<file path="src/hw/rtl/bvd_pkg.sv">
// shared types and constants for the bvlc header deframer
`default_nettype none
package bvd_pkg;

    localparam int unsigned HDR_LEN     = 4;
    localparam int unsigned FWD_HDR_LEN = 10;
    localparam int unsigned ADDR_LEN    = 6;
    localparam int unsigned BYTE_BITS   = 8;

    localparam int unsigned FIFO_DEPTH  = 4;
    localparam int unsigned FIFO_PTR_W  = $clog2(FIFO_DEPTH);
    localparam int unsigned FIFO_CNT_W  = $clog2(FIFO_DEPTH + 1);

    // configuration register indexes
    localparam logic [7:0] REG_LINK_TYPE = 8'd0;
    localparam logic [7:0] REG_FWD_CODE  = 8'd1;
    localparam logic [7:0] REG_UNI_CODE  = 8'd2;
    localparam logic [7:0] REG_BCAST     = 8'd3;

    localparam logic [7:0] RST_LINK_TYPE = 8'd129;
    localparam logic [7:0] RST_FWD_CODE  = 8'd4;
    localparam logic [7:0] RST_UNI_CODE  = 8'd10;
    localparam logic [7:0] RST_BCAST     = 8'd11;

    // result kinds
    localparam logic [1:0] KIND_ADDR    = 2'd0;
    localparam logic [1:0] KIND_PAYLOAD = 2'd1;
    localparam logic [1:0] KIND_VERDICT = 2'd2;

    // verdict codes
    localparam logic [2:0] V_FWD_OK    = 3'd0;
    localparam logic [2:0] V_UNI_OK    = 3'd1;
    localparam logic [2:0] V_BCAST_OK  = 3'd2;
    localparam logic [2:0] V_SHORT     = 3'd3;
    localparam logic [2:0] V_BAD_TYPE  = 3'd4;
    localparam logic [2:0] V_LEN_MISM  = 3'd5;
    localparam logic [2:0] V_FWD_SHORT = 3'd6;
    localparam logic [2:0] V_UNKNOWN   = 3'd7;

    // one queued word: an optional data item followed by an optional verdict
    typedef struct packed {
        logic       has_data;
        logic [1:0] kind;
        logic [7:0] data;
        logic [2:0] pos;
        logic       has_verdict;
        logic [2:0] verdict;
    } bvd_entry_t;

    typedef struct packed {
        logic [7:0] link_type_code;
        logic [7:0] forwarded_code;
        logic [7:0] unicast_code;
        logic [7:0] broadcast_code;
    } bvd_cfg_t;

endpackage
`default_nettype wire

</file>
<file path="src/hw/rtl/bvd_front.sv">
// front end: config registers, header parsing, byte classification and verdict
`default_nettype none
module bvd_front
    import bvd_pkg::*;
(
    input  wire logic       clk,
    input  wire logic       rst_n,
    input  wire logic       cfg_valid,
    input  wire logic [7:0] cfg_index,
    input  wire logic [7:0] cfg_data,
    input  wire logic       in_accept,
    input  wire logic [7:0] rx_byte,
    input  wire logic       frame_end,
    output bvd_entry_t      entry,
    output logic            entry_push
);

    bvd_cfg_t    cfg_reg;
    logic [15:0] byte_count_reg, byte_count_next;
    logic        type_matched_reg, type_matched_next;
    logic [7:0]  function_seen_reg, function_seen_next;
    logic [15:0] declared_length_reg, declared_length_next;

    logic        overflow;
    logic [15:0] count_inc;
    logic        is_fwd, is_uni, is_bcast;
    logic [2:0]  v;
    logic [2:0]  addr_off;

    always_ff @(posedge clk or negedge rst_n)
    begin
        if (!rst_n)
        begin
            cfg_reg.link_type_code <= RST_LINK_TYPE;
            cfg_reg.forwarded_code <= RST_FWD_CODE;
            cfg_reg.unicast_code   <= RST_UNI_CODE;
            cfg_reg.broadcast_code <= RST_BCAST;
        end
        else if (cfg_valid)
        begin
            if (cfg_index == REG_LINK_TYPE) cfg_reg.link_type_code <= cfg_data;
            if (cfg_index == REG_FWD_CODE)  cfg_reg.forwarded_code <= cfg_data;
            if (cfg_index == REG_UNI_CODE)  cfg_reg.unicast_code   <= cfg_data;
            if (cfg_index == REG_BCAST)     cfg_reg.broadcast_code <= cfg_data;
        end
    end

    always_comb
    begin
        overflow             = (byte_count_reg == 16'hFFFF);
        count_inc            = overflow ? byte_count_reg : byte_count_reg + 16'd1;
        type_matched_next    = type_matched_reg;
        function_seen_next   = function_seen_reg;
        declared_length_next = declared_length_reg;
        if (byte_count_reg == 16'd0)
            type_matched_next = (rx_byte == cfg_reg.link_type_code);
        else if (byte_count_reg == 16'd1)
            function_seen_next = rx_byte;
        else if (byte_count_reg == 16'd2)
            declared_length_next = {rx_byte, 8'd0};
        else if (byte_count_reg == 16'd3)
            declared_length_next = {declared_length_reg[15:8], rx_byte};

        is_fwd   = (function_seen_next == cfg_reg.forwarded_code);
        is_uni   = (function_seen_next == cfg_reg.unicast_code);
        is_bcast = (function_seen_next == cfg_reg.broadcast_code);
        addr_off = byte_count_reg[2:0] - 3'(HDR_LEN);

        entry.data     = rx_byte;
        entry.has_data = 1'b0;
        entry.kind     = KIND_PAYLOAD;
        entry.pos      = 3'd0;
        if (byte_count_reg >= 16'(HDR_LEN) && type_matched_reg)
        begin
            if (is_fwd)
            begin
                entry.has_data = 1'b1;
                if (byte_count_reg < 16'(FWD_HDR_LEN))
                begin
                    entry.kind = KIND_ADDR;
                    entry.pos  = addr_off;
                end
            end
            else if (is_uni || is_bcast)
                entry.has_data = 1'b1;
        end

        // verdict in priority order, using this byte's header updates
        priority if (count_inc < 16'(HDR_LEN))
            v = V_SHORT;
        else if (!type_matched_next)
            v = V_BAD_TYPE;
        else if (overflow || count_inc != declared_length_next)
            v = V_LEN_MISM;
        else if (is_fwd)
            v = (declared_length_next < 16'(FWD_HDR_LEN)) ? V_FWD_SHORT : V_FWD_OK;
        else if (is_uni)
            v = V_UNI_OK;
        else if (is_bcast)
            v = V_BCAST_OK;
        else
            v = V_UNKNOWN;

        entry.has_verdict = frame_end;
        entry.verdict     = v;
        entry_push        = in_accept && (entry.has_data || frame_end);

        byte_count_next = count_inc;
        if (frame_end)
        begin
            byte_count_next      = 16'd0;
            type_matched_next    = 1'b0;
            function_seen_next   = 8'd0;
            declared_length_next = 16'd0;
        end
    end

    always_ff @(posedge clk or negedge rst_n)
    begin
        if (!rst_n)
        begin
            byte_count_reg      <= 16'd0;
            type_matched_reg    <= 1'b0;
            function_seen_reg   <= 8'd0;
            declared_length_reg <= 16'd0;
        end
        else if (in_accept)
        begin
            byte_count_reg      <= byte_count_next;
            type_matched_reg    <= type_matched_next;
            function_seen_reg   <= function_seen_next;
            declared_length_reg <= declared_length_next;
        end
    end

endmodule
`default_nettype wire

</file>
<file path="src/hw/rtl/bvd_fifo.sv">
// short register queue between front and back
`default_nettype none
module bvd_fifo
    import bvd_pkg::*;
(
    input  wire logic       clk,
    input  wire logic       rst_n,
    input  wire logic       push,
    input  wire bvd_entry_t push_word,
    input  wire logic       pop,
    output bvd_entry_t      head,
    output logic            empty,
    output logic            full
);

    bvd_entry_t                mem_reg [FIFO_DEPTH];
    logic [FIFO_PTR_W-1:0]     wr_ptr_reg, rd_ptr_reg;
    logic [FIFO_CNT_W-1:0]     count_reg, count_next;
    logic                      do_push, do_pop;

    assign empty   = (count_reg == FIFO_CNT_W'(0));
    assign full    = (count_reg == FIFO_CNT_W'(FIFO_DEPTH));
    assign do_push = push && !full;
    assign do_pop  = pop && !empty;
    assign head    = mem_reg[rd_ptr_reg];

    always_comb
    begin
        count_next = count_reg;
        if (do_push && !do_pop)
            count_next = count_reg + FIFO_CNT_W'(1);
        else if (do_pop && !do_push)
            count_next = count_reg - FIFO_CNT_W'(1);
    end

    always_ff @(posedge clk)
    begin
        if (do_push)
            mem_reg[wr_ptr_reg] <= push_word;
    end

    always_ff @(posedge clk or negedge rst_n)
    begin
        if (!rst_n)
        begin
            wr_ptr_reg <= '0;
            rd_ptr_reg <= '0;
            count_reg  <= '0;
        end
        else
        begin
            if (do_push)
                wr_ptr_reg <= wr_ptr_reg + FIFO_PTR_W'(1);
            if (do_pop)
                rd_ptr_reg <= rd_ptr_reg + FIFO_PTR_W'(1);
            count_reg <= count_next;
        end
    end

endmodule
`default_nettype wire

</file>
<file path="src/hw/rtl/bvd_back.sv">
// back end: expands each queued word into one or two result words
`default_nettype none
module bvd_back
    import bvd_pkg::*;
(
    input  wire logic       clk,
    input  wire logic       rst_n,
    input  wire bvd_entry_t head,
    input  wire logic       empty,
    output logic            pop,
    output logic            out_valid,
    input  wire logic       out_stall,
    output logic [1:0]      item_kind,
    output logic [7:0]      out_byte,
    output logic [2:0]      addr_position,
    output logic [2:0]      verdict,
    output logic            last_of_run
);

    // set once the data half of a two-result word has gone out
    logic phase_reg, phase_next;
    logic send_data, out_acc;

    assign out_valid = !empty;
    assign out_acc   = out_valid && !out_stall;
    assign send_data = head.has_data && !phase_reg;

    always_comb
    begin
        if (send_data)
        begin
            item_kind     = head.kind;
            out_byte      = head.data;
            addr_position = head.pos;
            verdict       = 3'd0;
            last_of_run   = !head.has_verdict;
        end
        else
        begin
            item_kind     = KIND_VERDICT;
            out_byte      = 8'd0;
            addr_position = 3'd0;
            verdict       = head.verdict;
            last_of_run   = 1'b1;
        end

        pop        = 1'b0;
        phase_next = phase_reg;
        if (out_acc)
        begin
            if (send_data && head.has_verdict)
                phase_next = 1'b1;
            else
            begin
                pop        = 1'b1;
                phase_next = 1'b0;
            end
        end
    end

    always_ff @(posedge clk or negedge rst_n)
    begin
        if (!rst_n)
            phase_reg <= 1'b0;
        else
            phase_reg <= phase_next;
    end

endmodule
`default_nettype wire

</file>
<file path="src/hw/rtl/bvlc_header_deframer_top.sv">
// top level of the bvlc receive header deframer
// a byte's results are registered in the queue and offered from its head
// throughput: one byte per cycle unless in_stall; a final byte with data gives
//   two result words, absorbed by the four-word queue between front and back
// reset: asynchronous active-low rst_n clears frame state and queue and loads
//   the default link type and function codes
`default_nettype none
module bvlc_header_deframer_top
    import bvd_pkg::*;
(
    input  wire logic       clk,
    input  wire logic       rst_n,
    input  wire logic       cfg_valid,
    output logic            cfg_ready,
    input  wire logic [7:0] cfg_index,
    input  wire logic [7:0] cfg_data,
    input  wire logic       in_valid,
    output logic            in_stall,
    input  wire logic [7:0] rx_byte,
    input  wire logic       frame_end,
    output logic            out_valid,
    input  wire logic       out_stall,
    output logic [1:0]      item_kind,
    output logic [7:0]      out_byte,
    output logic [2:0]      addr_position,
    output logic [2:0]      verdict,
    output logic            last_of_run
);

    bvd_entry_t entry, head;
    logic       entry_push, pop, empty, full, in_accept;

    assign cfg_ready = 1'b1;
    assign in_stall  = full;
    assign in_accept = in_valid && !in_stall;

    bvd_front u_front (
        .clk        (clk),
        .rst_n      (rst_n),
        .cfg_valid  (cfg_valid),
        .cfg_index  (cfg_index),
        .cfg_data   (cfg_data),
        .in_accept  (in_accept),
        .rx_byte    (rx_byte),
        .frame_end  (frame_end),
        .entry      (entry),
        .entry_push (entry_push)
    );

    bvd_fifo u_fifo (
        .clk       (clk),
        .rst_n     (rst_n),
        .push      (entry_push),
        .push_word (entry),
        .pop       (pop),
        .head      (head),
        .empty     (empty),
        .full      (full)
    );

    bvd_back u_back (
        .clk           (clk),
        .rst_n         (rst_n),
        .head          (head),
        .empty         (empty),
        .pop           (pop),
        .out_valid     (out_valid),
        .out_stall     (out_stall),
        .item_kind     (item_kind),
        .out_byte      (out_byte),
        .addr_position (addr_position),
        .verdict       (verdict),
        .last_of_run   (last_of_run)
    );

endmodule
`default_nettype wire
</file>
<file path="config.mk">
export PLATFORM = sky130hd
export DESIGN_NAME = bvlc_header_deframer_top
export DESIGN_NICKNAME = d
export VERILOG_FILES = /design/src/hw/rtl/bvd_pkg.sv /design/src/hw/rtl/bvd_front.sv /design/src/hw/rtl/bvd_fifo.sv /design/src/hw/rtl/bvd_back.sv /design/src/hw/rtl/bvlc_header_deframer_top.sv
export SDC_FILE = /design/constraint.sdc
export NUM_CORES = 1
export LEC_CHECK = 0
export BUFFER_PORTS_ARGS = -buffer_cell sky130_fd_sc_hd__buf_2
export CORE_UTILIZATION = 43
export DETAILED_ROUTE_END_ITERATION = 10
export GPL_TIMING_DRIVEN = 1
export PLACE_DENSITY_LB_ADDON = 0.08
export SYNTH_ARGS = -nofsm -noshare
export SYNTH_HDL_FRONTEND = slang
export SYNTH_SLANG_ARGS = --single-unit
</file>
<file path="constraint.sdc">
create_clock -name clk -period 4.3 [get_ports clk]
set_input_delay 0.43 -clock clk [delete_from_list [all_inputs] [get_ports clk]]
set_output_delay 0.43 -clock clk [all_outputs]
set_load 0.02 [all_outputs]
</file>
# Yosys cells after proc, flatten, opt, wreduce, memory -nomap -nowiden
# Memory sizes are Yosys's and may differ from the RTL's.
# Index checks and enable logic that the tools add are counted.
[op_classes]
n_addsub = 6
magnitude_cmp = 4
eq_ne = 13
mux = 39
n_reduce_logical = 28
[op_table]
columns = ["op", "count"]
rows = [
  ["16-bit two-way mux", 6],
  ["3-bit two-way mux", 15],
  ["8-bit two-way mux", 5],
  ["16-bit by 2-bit equality test with 1-bit output (second input constant)", 2],
  ["8-bit equality test", 4],
  ["16-bit by 4-bit < comparator with 1-bit output (second input constant)", 2],
  ["16-bit by 1-bit adder with 16-bit output (second input constant)", 1],
  ["16-bit by 1-bit equality test with 1-bit output (second input constant)", 1],
  ["16-bit equality test (second input constant)", 1],
  ["8-bit by 2-bit equality test with 1-bit output (second input constant)", 2],
  ["16-bit by 3-bit greater-or-equal comparator with 1-bit output (second input constant)", 1],
  ["16-bit logical NOT", 1],
  ["16-bit by 3-bit < comparator with 1-bit output (second input constant)", 1],
  ["16-bit inequality test", 1],
  ["1-bit two-way mux", 12],
  ["1-bit logical AND", 10],
  ["8-bit by 1-bit equality test with 1-bit output (second input constant)", 1],
  ["8-bit logical NOT", 1],
  ["2-bit AND reduction", 4],
  ["1-bit logical NOT", 7],
  ["2-bit by 1-bit adder with 2-bit output (second input constant)", 2],
  ["3-bit by 1-bit adder with 3-bit output (second input constant)", 1],
  ["3-bit equality test (second input constant)", 1],
  ["3-bit logical NOT", 1],
  ["5 further kinds", 7],
]
[word_totals]
regBits = 81
ramBits = 72
inputBits = 30
elab_cells = 103
n_memories = 1
[mem_list]
columns = ["name", "depth", "word_bits", "read_ports", "rd_clocked_by_memory_dff", "wr", "line_no", "rtl"]
rows = [
  ["u_fifo.mem_reg", 4, 18, 1, 0, 1, "bvd_fifo.sv:16", "bvd_entry_t mem_reg [FIFO_DEPTH];"],
]

# Depth between registers and ports, before layout
[logic_depth]
ltp_word = 15
depth_mapped = 17
depth_no_buf = 15

# Cells and area by module
# From an unflattened synthesis, not the netlist that was laid out.
[hier_totals]
cells_unflattened = 636
area_unflattened_um2 = 7982.7
[modules_own_cells]
columns = ["module", "n_inst", "cells_each", "area_per_inst_um2", "seq_area_each_um2"]
rows = [
  ["bvd_front", 1, 477, 4727.0, 1836.8],
  ["bvd_fifo", 1, 130, 3015.4, 2337.2],
  ["bvd_back", 1, 26, 215.2, 25.0],
  ["bvlc_header_deframer_top", 1, 3, 25.0, 0.0],
]

# Least setup slack after synthesis
# No wires, ideal clock.
[synth_timing]
path_type = "register -> register"
start = "register u_front.byte_count_reg[0]"
end = "register u_fifo.count_reg[1]"
setup_ns = 0.125
t_arrival_ns = 3.527
setup_slack_ns = 0.649
path_stages_with_launch = 16
path_buffers = 2
cell_sequence = "dfrtp_1 > inv_1 > ha_1 > nor4b_2 > and4_1 > buf_6 > mux2i_1 > nand2_1 > nor4bb_2 > o311a_1 > o21ba_1 > buf_6 > ha_1 > inv_1 > fa_1 > mux2_2"
[synth_lines]
columns = ["item", "line_no", "rtl"]
rows = [
  ["start, declared", "bvd_front.sv:19", "logic [15:0] byte_count_reg, byte_count_next;"],
  ["start signal, assigned", "bvd_front.sv:129", "byte_count_reg <= byte_count_next;"],
  ["end signal, assigned", "bvd_fifo.sv:56", "count_reg <= count_next;"],
  ["end, declared", "bvd_fifo.sv:18", "logic [FIFO_CNT_W-1:0] count_reg, count_next;"],
]

==> run_results.csv <==
group,metric,value,unit
logic_synthesis,seq_area_frac_synth,52.9,%
floorplan,row_count,48,
floorplan,dieArea,18500,um2
place,io_buffers,48,
sta,worst_clock_skew,0.00966,ns
layout,fin_area,8800,um2
sta,setup_viol,0,
route,via_per_inst,5.75,
logic_synthesis,yosysTopAreaCellShare,26.5,%
sta,fmax,0.247,GHz
logic_synthesis,ys_top_cells_by_count,"dfrtp_1, edfxtp_1, nand2_1, mux2_2, xnor2_1",
clocking,cts.sinks,149,
layout,multi_input_area,3390,um2
sta,post-route-min-period,4.05,ns
floorplan,fp.dieW,136,um
floorplan,die_y,136,um
sta,finalHoldViolCount,0,
critical_path,cp.required,4.63,ns
logic_synthesis,yosys.cell_count.top_type,"dfrtp_1",
sta,min_period_over_period,94.3,%
global_routing,overflow,0,
place,dpl_cell_area,8180,um2
critical_path,worst-path-max-fanout,8,
logic_synthesis,synth_nets,670,
clocking,cts_setup_buffers,0,
logic_synthesis,synth_xor_xnor_area_share,6.80,%
global_routing,antenna_found_initial,0,
logic_synthesis,synth_top_family_by_area,"simple AND/OR/NAND/NOR gates",
logic_synthesis,yosysUniqueCellTypes,74,
sta,rsz0062_at_grt,"false",
layout,drive_above_1_share,25.8,%
pwr,power_density,594,nW/um2
clocking,clockBufferDepth,2,
critical_path,critPathLaunchType,"flip-flop",
sta,tns,0,ns
clocking,h-tree-depth,4,
logic_synthesis,synthAdderAreaFrac,1.72,%
logic_synthesis,synth.top_cells.by_area,"edfxtp_1, dfrtp_1, mux2_2",
logic_synthesis,yosys.area.top_type,"edfxtp_1",
clocking,clock-root-buffer,"clkbuf_16",
critical_path,crit_arrival,4.38,ns
clocking,cts_inserted_buffers,17,
logic_synthesis,synth_compound_area_share,10.4,%
route,wl_per_cell,21.0,um
layout,fin_util,50.5,%
layout,area_growth,14.1,%
clocking,cts_tree,"done",
job,drv_cap,0,
route,drt_wl_total,19200,um
layout,regArea,4080,um2
route,drc_errors,0,
sta,worst_pin_slew,0.864,ns
place,globalplace.congestion,0.852,
floorplan,core_area,17400,um2
status,outcome,"finished clean",
logic_synthesis,synth_area,7710,um2
logic_synthesis,syn_avg_cell_area,12.2,um2
logic_synthesis,ys_async_sr_fraction,54.4,%
floorplan,initial_core_util,44.3,%
clocking,clk_latency,0.42,ns
critical_path,cp-end-kind,"flip-flop",
sta,relSlewSlack,42.2,%
logic_synthesis,synth_edf_count,68,
sta,maxSlewViolCount,0,
layout,largest_register_ffs,68,
logic_synthesis,synth_mux_area_share,12.5,%
floorplan,io_pins,50,
global_routing,grt_pass1_vias,5184,
route,dr.pass1.iters,5,
layout,n_fill_cell,1557,
logic_synthesis,synth_cells,630,
pwr,ir_worst_vdd,0.339,mV
logic_synthesis,yosys_warnings,0,
logic_synthesis,synthSimpleGateAreaFrac,12.5,%
logic_synthesis,yosys_most_used_dff,"dfrtp_1",
route,ant_nets,0,
route,drt_first_iter_violations,407,
hold_path,holdCritPathClass,"in -> reg",
logic_synthesis,ys_ff_latch,149,
pwr,p_leak,3.58,nW
global_routing,grt_first_pass_wirelength,30000,um
global_routing,grt_start_max_net_pins,48,
layout,nets,720,
place,hpwl,13700,um
critical_path,criticalPathCategory,"reg -> reg",
route,num_vias,5281,
clocking,clk_pin_slew_worst_paths,0.06,ns
layout,antennaDiodeCount,0,
global_routing,grt_use_total,22.2,%
## metal layers
metal  wire (um)  part of all wire [%]  vias up  track usage [%]
li1            -                     -     2458                -
met1        8730                    45     2653             30.6
met2        9290                    48      150             35.4
met3         945                   4.9       20             3.99
met4         287                   1.5        0             7.16
met5           0                     0        -                0
## placed cells by master (no fill, tap or decap), types with 3 or more instances in the layout
cell | synthesis | final
a21oi_1 | 7 | 7
a22o_1 | 18 | 18
a22oi_1 | 20 | 20
and2_1 | 3 | 3
and2_2 | 4 | 4
and3_1 | 5 | 5
buf_2 | 7 | 47
buf_4 | 2 | 14
bufinv_16 | 0 | 3
clkbuf_16 | 0 | 17
clkinv_4 | 0 | 5
dfrtp_1 | 73 | 73
dfstp_2 | 8 | 8
edfxtp_1 | 68 | 68
ha_1 | 9 | 9
inv_1 | 25 | 25
mux2_2 | 34 | 34
mux2i_1 | 18 | 17
mux4_2 | 17 | 17
nand2_1 | 43 | 43
nand3_1 | 20 | 20
nand4_1 | 13 | 13
nor2_1 | 23 | 23
nor2b_1 | 14 | 14
nor3_1 | 13 | 13
nor4_1 | 5 | 5
nor4_2 | 6 | 6
o211ai_1 | 3 | 3
o21ai_0 | 32 | 32
o22ai_1 | 6 | 6
o31ai_1 | 5 | 5
or2_2 | 4 | 4
xnor2_1 | 34 | 34
xor2_1 | 24 | 24
## worst max-delay path, stage by stage, from the launching register on
cell       delay, ns
dfrtp_1         0.45
inv_1           0.13
ha_1            0.24
nor4b_2         0.29
and4_4          0.37
mux2i_1         0.20
o2bb2ai_1       0.10
nor4bb_2        0.42
o311a_1         0.31
o21ba_1         0.30
ha_1            0.24
inv_1           0.06
fa_1            0.37
xor2_1          0.15
nor2_1          0.11
xor2_1          0.20
## path summary, 6_finish.rpt
path / start / endpoint / depth (start not counted) / slack, ns
max: u_front.byte_count_reg[1] / u_fifo.count_reg[2] / 15 / 0.25
min: out_stall / u_back.phase_reg / 2 / 0.22
max reg2reg: u_front.byte_count_reg[1] / u_fifo.count_reg[2] / 15 / 0.25
min reg2reg: u_front.declared_length_reg[7] / u_front.declared_length_reg[7] / 1 / 0.52
max in group asynchronous: rst_n / u_fifo.wr_ptr_reg[1] / 3 / 2.81
min in group asynchronous: rst_n / u_front.declared_length_reg[10] / 2 / 0.51
## where the power goes
group	total (mW)	switching (mW)	leakage (nW)	internal (mW)
combinational	1.78	0.987	1.61	0.793
clock	1.53	0.613	0.298	0.921
sequential	1.91	0.192	1.67	1.72
total	5.23	1.79	3.58	3.43
## cell families after synthesis
family                   Yosys count
AO/OA/AOI/OAI                    114
adder cells (fa/ha/maj)           10
multiplexers                      70
XOR/XNOR                          59
other                              1
flip-flops                       149
buffers and inverters             56
AND/OR/NAND/NOR                  171
## stage by stage
step	setup WS, ns	total power [mW]	std cells	hold WS, ns
2_1_floorplan	0.649	3.19	630	0.134
3_3_place_gp	0.233	3.70	885	0.421
3_5_place_dp	0.0144	3.73	885	0.424
4_1_cts	0.00579	5.27	918	0.210
5_1_grt	0.0211	5.53	918	0.217
6_report	0.246	5.23	918	0.223
## final cells by class
cell class | instances | area share, %
clock buffers | 18 | 4.87
multi-input cells | 425 | 38.5
repair buffers | 62 | 3.98
clock inverters | 14 | 2.00
well taps | 225 | 3.20
inverters | 25 | 1.07
flip-flops and latches | 149 | 46.3
## what timing repair did
item	CTS	global route
hold buffers	1	0
gates resized for setup	0	3
setup endpoints to repair	0	2
hold endpoints to repair	34	0
(Power assumes the default switching activity.)
